### src/sv/modexp_pkg.sv
// Shared state codes for the modular exponentiation block.
`default_nettype none
package modexp_pkg;

	typedef logic [2:0] state_t;

	localparam state_t ST_IDLE = 3'd0;
	localparam state_t ST_RED  = 3'd1;
	localparam state_t ST_CHK  = 3'd2;
	localparam state_t ST_MUL  = 3'd3;
	localparam state_t ST_DONE = 3'd4;

endpackage
`default_nettype wire

### src/sv/modular_exponentiation.sv
// Modular exponentiation by right-to-left square-and-multiply, bit-serial datapath.
//
// Usage:
//   Input channel (in_valid/in_ready, base, exponent) takes one item at a time.
//   Output channel (out_valid/out_ready, power) returns base^exponent mod modulus.
//   Config channel (cfg_valid/cfg_ready, modulus) writes the modulus; send it
//   only while no item is in flight. It is always ready.
// Sequence: the item is loaded, the base is reduced one bit at a time, then
//   for each exponent bit one check step, a multiply into the product when
//   the bit is set, and the square of the base; then a final check and the
//   write of the output register. A modulus below 2 answers 0 and skips the
//   reduction and the multiplies. The pace is set by the single shift-and-add
//   modular multiplier, which consumes one multiplier bit per cycle.
// Throughput: one item at a time; a new item is taken as soon as the result
//   is in the output register, even while that result waits for out_ready.
// Reset: the modulus returns to 2^31-1 (masked to W bits), the sequencer goes
//   idle and any pending result is dropped.
// Stall: a result that is not taken holds in the output register; a finished
//   computation waits in the done state until that register frees.
`default_nettype none
module modular_exponentiation #(
	parameter int OPERAND_BITS = 31
) (
	input  wire logic                    clk,
	input  wire logic                    arst_n,
	input  wire logic                    in_valid,
	output logic                         in_ready,
	input  wire logic [OPERAND_BITS-1:0] base,
	input  wire logic [OPERAND_BITS-1:0] exponent,
	output logic                         out_valid,
	input  wire logic                    out_ready,
	output logic [OPERAND_BITS-1:0]      power,
	input  wire logic                    cfg_valid,
	output logic                         cfg_ready,
	input  wire logic [OPERAND_BITS-1:0] modulus
);

	localparam int W  = OPERAND_BITS;
	localparam int CW = $clog2(W + 1);
	localparam logic [W-1:0]  MOD_RESET = W'(64'h7FFF_FFFF);
	localparam logic [CW-1:0] CNT_LOAD  = CW'(W);
	localparam logic [W-1:0]  ONE       = W'(1);

	modexp_pkg::state_t state_q;

	logic [W-1:0]  mod_q;     // configured modulus
	logic [W-1:0]  x_q;       // running square of the base
	logic [W-1:0]  e_q;       // exponent, shifted right per bit
	logic [W-1:0]  res_q;     // running product
	logic [W-1:0]  acc_q;     // partial remainder / partial product
	logic [W-1:0]  b_q;       // serial operand, MSB first
	logic [CW-1:0] cnt_q;     // bits left in the current pass
	logic          sq_q;      // current multiply is the square
	logic          out_valid_q;
	logic [W-1:0]  power_q;

	logic          mod_small;
	logic [W:0]    mod_ext;
	logic [W:0]    red_sh;
	logic [W-1:0]  red_nxt;
	logic [W:0]    dbl;
	logic [W-1:0]  dbl_red;
	logic [W-1:0]  mul_a;
	logic [W:0]    sum;
	logic [W-1:0]  sum_red;
	logic [W-1:0]  mul_nxt;
	logic          last_bit;
	logic          out_free;
	logic          out_load;

	assign mod_small = (mod_q[W-1:1] == '0);
	assign mod_ext   = {1'b0, mod_q};
	assign last_bit  = (cnt_q == CW'(1));
	assign out_free  = !out_valid_q || out_ready;
	assign out_load  = (state_q == modexp_pkg::ST_DONE) && out_free;

	// Base reduction: shift in one base bit, then one compare and subtract.
	always_comb begin
		red_sh  = {acc_q, b_q[W-1]};
		red_nxt = (red_sh >= mod_ext) ? W'(red_sh - mod_ext) : W'(red_sh);
	end

	// Multiply step: double the accumulator, then add the operand if the bit is set.
	always_comb begin
		mul_a   = sq_q ? x_q : res_q;
		dbl     = {acc_q, 1'b0};
		dbl_red = (dbl >= mod_ext) ? W'(dbl - mod_ext) : W'(dbl);
		sum     = {1'b0, dbl_red} + {1'b0, mul_a};
		sum_red = (sum >= mod_ext) ? W'(sum - mod_ext) : W'(sum);
		mul_nxt = b_q[W-1] ? sum_red : dbl_red;
	end

	always_ff @(posedge clk or negedge arst_n) begin
		if (!arst_n) begin
			state_q     <= modexp_pkg::ST_IDLE;
			mod_q       <= MOD_RESET;
			out_valid_q <= 1'b0;
			cnt_q       <= '0;
			sq_q        <= 1'b0;
			x_q         <= '0;
			e_q         <= '0;
			res_q       <= '0;
			acc_q       <= '0;
			b_q         <= '0;
		end else begin
			if (cfg_valid) begin
				mod_q <= modulus;
			end
			// Load the output register, else drop the result once transferred.
			if (out_load) begin
				out_valid_q <= 1'b1;
			end else if (out_ready) begin
				out_valid_q <= 1'b0;
			end
			unique case (state_q)
				modexp_pkg::ST_IDLE: begin
					if (in_valid) begin
						e_q   <= exponent;
						b_q   <= base;
						acc_q <= '0;
						cnt_q <= CNT_LOAD;
						if (mod_small) begin
							// Every residue is zero: skip straight to the answer.
							res_q   <= '0;
							state_q <= modexp_pkg::ST_DONE;
						end else begin
							state_q <= modexp_pkg::ST_RED;
						end
					end
				end
				modexp_pkg::ST_RED: begin
					acc_q <= red_nxt;
					b_q   <= {b_q[W-2:0], 1'b0};
					cnt_q <= cnt_q - CW'(1);
					if (last_bit) begin
						x_q     <= red_nxt;
						res_q   <= ONE;
						state_q <= modexp_pkg::ST_CHK;
					end
				end
				modexp_pkg::ST_CHK: begin
					acc_q <= '0;
					cnt_q <= CNT_LOAD;
					b_q   <= x_q;
					if (e_q == '0) begin
						state_q <= modexp_pkg::ST_DONE;
					end else begin
						sq_q    <= !e_q[0];
						state_q <= modexp_pkg::ST_MUL;
					end
				end
				modexp_pkg::ST_MUL: begin
					if (!last_bit || sq_q) begin
						acc_q <= mul_nxt;
						b_q   <= {b_q[W-2:0], 1'b0};
						cnt_q <= cnt_q - CW'(1);
						if (last_bit) begin
							x_q     <= mul_nxt;
							e_q     <= {1'b0, e_q[W-1:1]};
							state_q <= modexp_pkg::ST_CHK;
						end
					end else begin
						// Product done, follow with the square of the base.
						res_q <= mul_nxt;
						acc_q <= '0;
						b_q   <= x_q;
						cnt_q <= CNT_LOAD;
						sq_q  <= 1'b1;
					end
				end
				modexp_pkg::ST_DONE: begin
					if (out_free) begin
						state_q <= modexp_pkg::ST_IDLE;
					end
				end
				default: begin
					state_q <= modexp_pkg::ST_IDLE;
				end
			endcase
		end
	end

	// Output register holds the result until the transfer.
	always_ff @(posedge clk) begin
		if (out_load) begin
			power_q <= res_q;
		end
	end

	assign in_ready  = (state_q == modexp_pkg::ST_IDLE);
	assign cfg_ready = 1'b1;
	assign out_valid = out_valid_q;
	assign power     = power_q;

	a_res_below_mod: assert property (@(posedge clk) disable iff (!arst_n)
		out_valid_q && !mod_small |-> power_q < mod_q)
		else $error("result not reduced below modulus");

	a_acc_reduced: assert property (@(posedge clk) disable iff (!arst_n)
		state_q == modexp_pkg::ST_MUL |-> acc_q < mod_q && x_q < mod_q && res_q < mod_q)
		else $error("multiplier operand out of range");

	a_cnt_live: assert property (@(posedge clk) disable iff (!arst_n)
		(state_q == modexp_pkg::ST_RED || state_q == modexp_pkg::ST_MUL) |-> cnt_q != '0)
		else $error("bit counter ran out during a pass");

	a_accept_busy: assert property (@(posedge clk) disable iff (!arst_n)
		in_valid && in_ready |=> state_q != modexp_pkg::ST_IDLE)
		else $error("accepted item did not start");

	a_done_loads: assert property (@(posedge clk) disable iff (!arst_n)
		state_q == modexp_pkg::ST_DONE && out_free |=> out_valid_q && power_q == $past(res_q))
		else $error("result not moved to output register");

endmodule
`default_nettype wire

### config.mk
export PLATFORM = sky130hd
export DESIGN_NAME = modular_exponentiation
export DESIGN_NICKNAME = d
export VERILOG_FILES = /design/src/sv/modexp_pkg.sv /design/src/sv/modular_exponentiation.sv
export SDC_FILE = /design/constraint.sdc
export NUM_CORES = 1
export LEC_CHECK = 0
export ABC_CLOCK_PERIOD_IN_PS = 14900
export BUFFER_PORTS_ARGS = -buffer_cell sky130_fd_sc_hd__clkbuf_2
export CAP_MARGIN = 20
export CORE_UTILIZATION = 35
export CTS_CLUSTER_SIZE = 16
export DETAILED_ROUTE_END_ITERATION = 8
export HOLD_SLACK_MARGIN = 0.1
export SLEW_MARGIN = 20
export SYNTH_ARGS = -nofsm -noshare
export SYNTH_HDL_FRONTEND = slang
export SYNTH_SLANG_ARGS = --single-unit
### constraint.sdc
create_clock -name clk -period 14.9 [get_ports clk]
set_input_delay 2.98 -clock clk [delete_from_list [all_inputs] [get_ports clk]]
set_output_delay 2.98 -clock clk [all_outputs]
set_load 0.01 [all_outputs]
Word-level counts from Yosys, hierarchy flattened
Index checks and enable logic that the tools add are counted.

Flip-flop bits (word level): 227. Input port bits: 98. Output and inout port bits: 34. Word-level logic and storage cells: 92.

Add/sub/neg operators: 5. Magnitude comparators: 3. Equality and inequality tests: 13. Multiplexer cells: 39. Reduce and logical (&&, ||, !) cells: 21.

Operators with widths (number): $mux W31 (19); $pmux W31 S4 (2); $pmux W31 S2 (2); $ge A32 B31 Y1 (3); $pmux W31 S3 (1); $sub A31 B31 Y31 (3); $add A31 B31 Y32 (1); $logic_not A31 Y1 (1); $logic_not A30 Y1 (1); $pmux W5 S4 (1); $mux W3 (6); $pmux W3 S5 (1); $ne A2 B2 Y1 const B (7); $mux W5 (2); $reduce_and A4 Y1 (2); $reduce_bool A2 Y1 (4); $eq A3 B2 Y1 const B (2); $reduce_and A3 Y1 (2); $eq A5 B1 Y1 const B (1); $reduce_and A5 Y1 (1); $sub A5 B1 Y5 const B (1); $mux W1 (4); $reduce_bool A4 Y1 (1); $eq A3 B1 Y1 const B (1); other kinds (9) (12).

Longest topological paths before layout
Gate-level depths: netlist of the first run.

Word-level depth: 9. Depth in mapped cells: 33. Mapped depth without buffers: 28.

Least setup slack after synthesis of the first run
OpenSTA, ideal clock, no wires.

Path type: flip-flop to flip-flop. Start point: reg mod_q[10]. End point: reg acc_q[24]. Library setup time: 0.126 ns. Arrival time: 6.726 ns. Data required time: 14.774 ns. Slack: 8.048 ns. Cell stages (with the launch flop): 31. Buffers on the path: 5. Period minus slack after synthesis: 6.852 ns. Cell sequence: dfstp_2 inv_1 ha_1 buf_2 nand4_1 or2_1 o21bai_1 a21oi_2 or2_1 buf_2 buf_4 mux2i_1 inv_1 ha_1 clkbuf_1 nand4_1 or3_1 or4_1 nand3_2 a41oi_2 xnor2_1 ha_1 buf_2 and3_1 and3_1 a21boi_2 a211oi_4 nand2_4 mux2_1 mux2_4 a221o_1.

Cells in the longest elaborated chain, start to end: 8. Elaborated cells on any way between the ends: 13. Classes of those cells: add/sub: 4; order compare: 3; mux: 6.

RTL lines: start: declaration (line modular_exponentiation.sv:46) `logic [W-1:0] mod_q;`; start signal: assignment (line modular_exponentiation.sv:107) `mod_q <= modulus;`; $sub A31 B31 Y31 / $ge A32 B31 Y1 (equally long branches) (line modular_exponentiation.sv:87) `dbl_red = (dbl >= mod_ext) ? W'(dbl - mod_ext) : W'(dbl);`; $mux W31 (line modular_exponentiation.sv:87); $add A31 B31 Y32 (line modular_exponentiation.sv:88) `sum = {1'b0, dbl_red} + {1'b0, mul_a};`; $sub A31 B31 Y31 / $ge A32 B31 Y1 (equally long branches) (line modular_exponentiation.sv:89) `sum_red = (sum >= mod_ext) ? W'(sum - mod_ext) : W'(sum);`; $mux W31 (line modular_exponentiation.sv:89); $mux W31 (line modular_exponentiation.sv:90) `mul_nxt = b_q[W-1] ? sum_red : dbl_red;`; $mux W31 (line modular_exponentiation.sv:153) `if (!last_bit || sq_q) begin`; $pmux W31 S4 * (line modular_exponentiation.sv:115) `unique case (state_q)`; end signal: assignment (line modular_exponentiation.sv:132) `acc_q <= red_nxt;`; end signal: assignment (line modular_exponentiation.sv:154) `acc_q <= mul_nxt;`; end: declaration (line modular_exponentiation.sv:50) `logic [W-1:0] acc_q;`.

Mark *: on every way between the ends. The rest lies on a longest branch, timed or not. A chain may end at the register's enable or synchronous reset.

Worst setup path after layout of the first run
Start point: reg mod_q[1]. End point: reg acc_q[25].

Same word-level chain as after synthesis.

==> results.json, run 1 <==
{
  "cts_sinks": 227,
  "yosys.area_share.xor_xnor_pct": 5.37,
  "drtIter0Drc": 1559,
  "die_y_um": 224,
  "synth-async-reset-ratio_pct": 86.3,
  "cp.required_ns": 15.35,
  "num_vias": 16555,
  "core_um2": 48800,
  "avgSynthCellArea_um2": 8.50,
  "worst_setup_path_end_kind": "flip-flop",
  "violations": "DRC",
  "vias_per_cell": 5.97,
  "synth_mux_area_share_pct": 6.89,
  "hpwl_um": 55600,
  "initial_utilization_pct": 35.4,
  "ctsHoldBuffers": 0,
  "netlist_instances": 2031,
  "placed_cells": 2722,
  "row_count": 81,
  "status": "finished with violations",
  "synthFlopType": "dfrtp_1",
  "drive_above_1_share_pct": 14.9,
  "clock-root-buffer": "clkbuf_16",
  "post-cts-setup-buffers": 0,
  "critPathKind": "reg2reg",
  "drc_errors": 2,
  "clk_pin_slew_ns": 0.07,
  "synth_edf_count": 31,
  "fin_setup_tns_ns": 0,
  "cp_max_fo": 22,
  "cpMostUsedCell": "ha_1",
  "numCtsBuffers": 28,
  "min_to": "power[21]$_DFFE_PP_",
  "netlist_top_cells_area": "dfrtp_1 (24%), ha_1 (7.0%), nand2_1 (6.1%)",
  "critPathSlowestCell": "dfstp_2",
  "fin_crit_ns": 9.56,
  "rr_endpoint": "acc_q[25]$_DFFE_PN0P_",
  "finalSetupViolations": 0,
  "r2r_start": "mod_q[1]$_DFFE_PN1P_",
  "crit_buf_inv": 3,
  "cp.arrival_ns": 10.01,
  "rrSetupSlack_ns": 5.34,
  "cts_max_path_buffers": 3,
  "io_pins": 132,
  "worstSetupStartpointType": "flip-flop",
  "synth_top_area_cell": "dfrtp_1",
  "grt_use_total_pct": 27.2,
  "whs_path_depth": 0,
  "synth_top_family_by_area": "compound AO/OA/AOI/OAI gates",
  "grt_pass1_vias": 15654,
  "fin_skew_ns": 0.0172,
  "antenna_cells": 0,
  "critPathTopFamily": "simple AND/OR/NAND/NOR gates",
  "synthesis.area_um2": 17300,
  "grt_pass1_wl_um": 102000,
  "hold_ws_ns": 0.475,
  "cts_tree": "done",
  "nets": 2287,
  "die_w_um": 224,
  "synth_nets": 2229,
  "syn_to_final_growth_pct": 12.2,
  "synth_compound_area_share_pct": 26.1,
  "cp.depth": 27,
  "hold_viol": 0,
  "hold_start": "res_q[21]$_DFFE_PN0P_",
  "h-tree-depth": 1,
  "cts_resized": 0,
  "synth-simple-area-share_pct": 15.8,
  "ys_types": 90,
  "grt_remaining_overflow": 0,
  "yosysMostFrequentCell": "nand2_1",
  "antenna_found_initial": 0,
  "synthTopCellsByCount": "nand2_1 (281), a21oi_1 (180), o21ai_0 (178), dfrtp_1 (165), nor2_1 (149)",
  "dieArea_um2": 50200,
  "synth.top_cell.area_share_pct": 23.9,
  "dr.pass1.iters": 8,
  "finalMaxSlewViolations": 0,
  "finalWirelength_um": 69600,
  "slew_headroom_pct": 25.0,
  "rsz0062_at_grt": "false",
  "avgRoutedWirePerCell_um": 25.1,
  "ys_warn_count": 0,
  "critPathMaxStageDelay_ns": 0.57,
  "port_buffers": 130,
  "hold_class": "reg2reg",
  "grt_start_max_net_pins": 81,
  "fmax_ghz": 0.105,
  "yosysSeqAreaShare_pct": 34.0,
  "fin_cells": 2775,
  "setup_slack_ns": 5.34,
  "ant_nets": 0,
  "drv_cap": 0,
  "gp_congestion": 1.03,
  "synthAdderAreaFrac_pct": 7.42,
  "tightest_slew_ns": 1.11,
  "fin_crit_sh_pct": 64.2,
  "dpl_worst_slack_ns": 5.65,
  "ys_ff_latch": 227,
  "worstSkewPairLatency_ns": 0.56,
  "ff2ff_path_depth": 27
}
-- logic make-up after synthesis --
group	after synthesis
AOI/OAI and AO/OA	692
and+or+nand+nor	612
adders and majority gates	100
muxes	111
buffers and inverters	182
DFF	227
xor gates and xnor gates	106
other	1
-- state kept, by name, summed over array words and instances (netlist names) --
signal     count
state_q        3
b_q           31
x_q           31
out_valid      1
acc_q         31
cnt_q          5
e_q           31
power         31
res_q         31
sq_q           1
mod_q         31
-- layout by cell type (no fill, tap or decap), drive strengths merged, types with 26 or more instances in the layout --
| cell | n |
|---|---|
| xnor2 | 60 |
| nand2 | 283 |
| nor2 | 151 |
| ha | 96 |
| a21oi | 185 |
| mux2i | 57 |
| inv | 57 |
| nand4 | 36 |
| nor3 | 26 |
| a21o | 43 |
| clkbuf | 164 |
| xor2 | 46 |
| a221oi | 36 |
| dfstp | 31 |
| edfxtp | 31 |
| dfrtp | 165 |
| o21ai | 196 |
| mux2 | 54 |
-- per-layer routing --
| metal | track usage, % | part of all wire (%) | vias to the layer above |
|---|---|---|---|
| met5 | 0 | 0 | - |
| met4 | 6.52 | 2.3 | 0 |
| met3 | 2.68 | 7.0 | 85 |
| met2 | 40.7 | 43 | 726 |
| met1 | 41.6 | 48 | 8138 |
| li1 | - | - | 7606 |
-- stage by stage --
stage | instance area, µm² | util [%]
2_1_floorplan | 17300 | -
3_3_place_gp | 18400 | 37.7
3_5_place_dp | 18400 | 37.7
4_1_cts | 19300 | 39.6
5_1_grt | 19400 | 39.7
6_report | 19400 | 39.7
-- worst max path at each step --
stage | startpoint | end | slack, ns
floorplan | mod_q[10]$_DFFE_PN1P_ | acc_q[24]$_DFFE_PN0P_ | 8.05
global placement | mod_q[1]$_DFFE_PN1P_ | acc_q[25]$_DFFE_PN0P_ | 5.76
detailed placement | mod_q[1]$_DFFE_PN1P_ | acc_q[25]$_DFFE_PN0P_ | 5.65
CTS | mod_q[1]$_DFFE_PN1P_ | acc_q[25]$_DFFE_PN0P_ | 5.63
global route | mod_q[1]$_DFFE_PN1P_ | acc_q[25]$_DFFE_PN0P_ | 5.11
finish | mod_q[1]$_DFFE_PN1P_ | acc_q[25]$_DFFE_PN0P_ | 5.34
-- cell type report --
type,count,area (µm²)
inverters,55,206
well taps,664,831
repair buffers,155,871
flip-flops and latches,227,5870
fillers,5031,29500
multi-input cells,1622,10700
clock inverters,18,173
clock buffers,34,754
Power of run 1 is left out: the tool's default activity adds up to more than one toggle a clock period on the data nets, which glitch-free logic cannot reach.
==> inputs of run 2 (changes only) <==
Settings changed: ABC_CLOCK_PERIOD_IN_PS 14900 to 9460.
Clock period 14.9 ns to 9.46 ns, I/O delays scaled along.
==> results.json, run 2 (synthesis results as in run 1) <==
{
  "rsz0062_at_grt": "false",
  "fin_skew_ns": 0.0296,
  "ctsHoldBuffers": 0,
  "drive_above_1_share_pct": 15.6,
  "cp.required_ns": 9.87,
  "cts_sinks": 227,
  "cts_resized": 0,
  "ant_nets": 0,
  "hpwl_um": 55700,
  "cts_tree": "done",
  "critPathKind": "reg2reg",
  "dr.pass1.iters": 7,
  "post-cts-setup-buffers": 0,
  "fin_crit_ns": 8.79,
  "die_w_um": 224,
  "gp_congestion": 1.03,
  "initial_utilization_pct": 35.4,
  "hold_class": "reg2reg",
  "cts_max_path_buffers": 3,
  "antenna_found_initial": 0,
  "drv_cap": 0,
  "tightest_slew_ns": 1.02,
  "drc_errors": 4,
  "drtIter0Drc": 1989,
  "core_um2": 48800,
  "worstSetupStartpointType": "flip-flop",
  "final_common_cell": "nand2_1",
  "nets": 2295,
  "die_y_um": 224,
  "violations": "DRC",
  "status": "finished with violations",
  "slew_headroom_pct": 30.9,
  "finalWirelength_um": 69700,
  "numCtsBuffers": 28,
  "grt_remaining_overflow": 0,
  "vias_per_cell": 5.89,
  "cp_max_fo": 20,
  "port_buffers": 130,
  "dpl_worst_slack_ns": 0.943,
  "clk_pin_slew_ns": 0.06,
  "grt_use_total_pct": 27.5,
  "finalMaxSlewViolations": 0,
  "h-tree-depth": 1,
  "mostFrequentLayoutCells": "nand2_1 (279), a21oi_1 (179), o21ai_0 (177), dfrtp_1 (165), nor2_1 (147)",
  "num_vias": 16399,
  "grt_start_max_net_pins": 84,
  "row_count": 81,
  "syn_to_final_growth_pct": 13.3,
  "setup_slack_ns": 0.674,
  "cp.arrival_ns": 9.19,
  "clock-root-buffer": "clkbuf_16",
  "hold_viol": 0,
  "grt_pass1_vias": 15936,
  "worst_setup_path_end_kind": "flip-flop",
  "avgRoutedWirePerCell_um": 25.0,
  "dieArea_um2": 50200,
  "finalSetupViolations": 0,
  "fin_setup_tns_ns": 0,
  "worstSkewPairLatency_ns": 0.59,
  "io_pins": 132,
  "fmax_ghz": 0.114,
  "fin_crit_sh_pct": 92.9,
  "grt_pass1_wl_um": 104000
}
-- run 2: critical path: stages, from the launching register on --
cell      delay [ns]
dfstp_2         0.53
inv_1           0.08
ha_1            0.54
nand4_1         0.26
nor2_1          0.34
nand4_1         0.32
a21oi_2         0.35
or2_1           0.17
buf_4           0.27
mux2_1          0.41
ha_1            0.39
and3_1          0.19
a221oi_2        0.54
o211ai_1        0.27
nand4_1         0.22
nand3_1         0.13
xor2_1          0.50
ha_1            0.41
a21oi_1         0.21
nand2_1         0.19
a31oi_1         0.19
o21ai_0         0.23
a211o_1         0.37
nor2_2          0.58
nand2_1         0.27
o211ai_1        0.45
o21ai_0         0.15
-- run 2: per-layer routing --
metal	track usage, %	wire length, µm	share of wire (%)
met1	40.7	32600	47
met2	42.1	30300	44
met3	3.69	5180	7.4
met4	6.16	1590	2.3
met5	0	0	0
-- run 2: cell type report --
cell class | instances | area (µm²)
Fill cell | 4932 | 29300
Multi-Input combinational cell | 1622 | 10700
Sequential cell | 227 | 5870
Timing Repair Buffer | 163 | 940
Clock buffer | 41 | 862
Tap cell | 664 | 831
Inverter | 55 | 206
Clock inverter | 11 | 190
Antenna cell | 1 | 2.50
-- run 2: per-stage QoR --
step | area, µm² | util, % | cells | hold slack (ns)
final | 19600 | 40.1 | 2784 | 0.487
after global routing | 19600 | 40.1 | 2783 | 0.503
after global placement | 18500 | 37.8 | 2729 | 0.454
after detailed placement | 18500 | 37.9 | 2730 | 0.470
after CTS | 19600 | 40.0 | 2782 | 0.480
after floorplan | 17300 | - | 2031 | 0.440
-- run 2: path summary, 6_finish.rpt --
path                                            start                    end  slack, ns  cells after the start
min in group asynchronous                      arst_n     e_q[5]$_DFFE_PN0P_       1.37                      1
max in group asynchronous                      arst_n  acc_q[12]$_DFFE_PN0P_       6.73                      2
worst max-delay path            mod_q[16]$_DFFE_PN1P_  res_q[30]$_DFFE_PN0P_       0.67                     26
worst max register to register  mod_q[16]$_DFFE_PN1P_  res_q[30]$_DFFE_PN0P_       0.67                     26
worst min-delay path            res_q[21]$_DFFE_PN0P_    power[21]$_DFFE_PP_       0.49                      0
worst min register to register  res_q[21]$_DFFE_PN0P_    power[21]$_DFFE_PP_       0.49                      0
Power of run 2 is left out for the same reason.
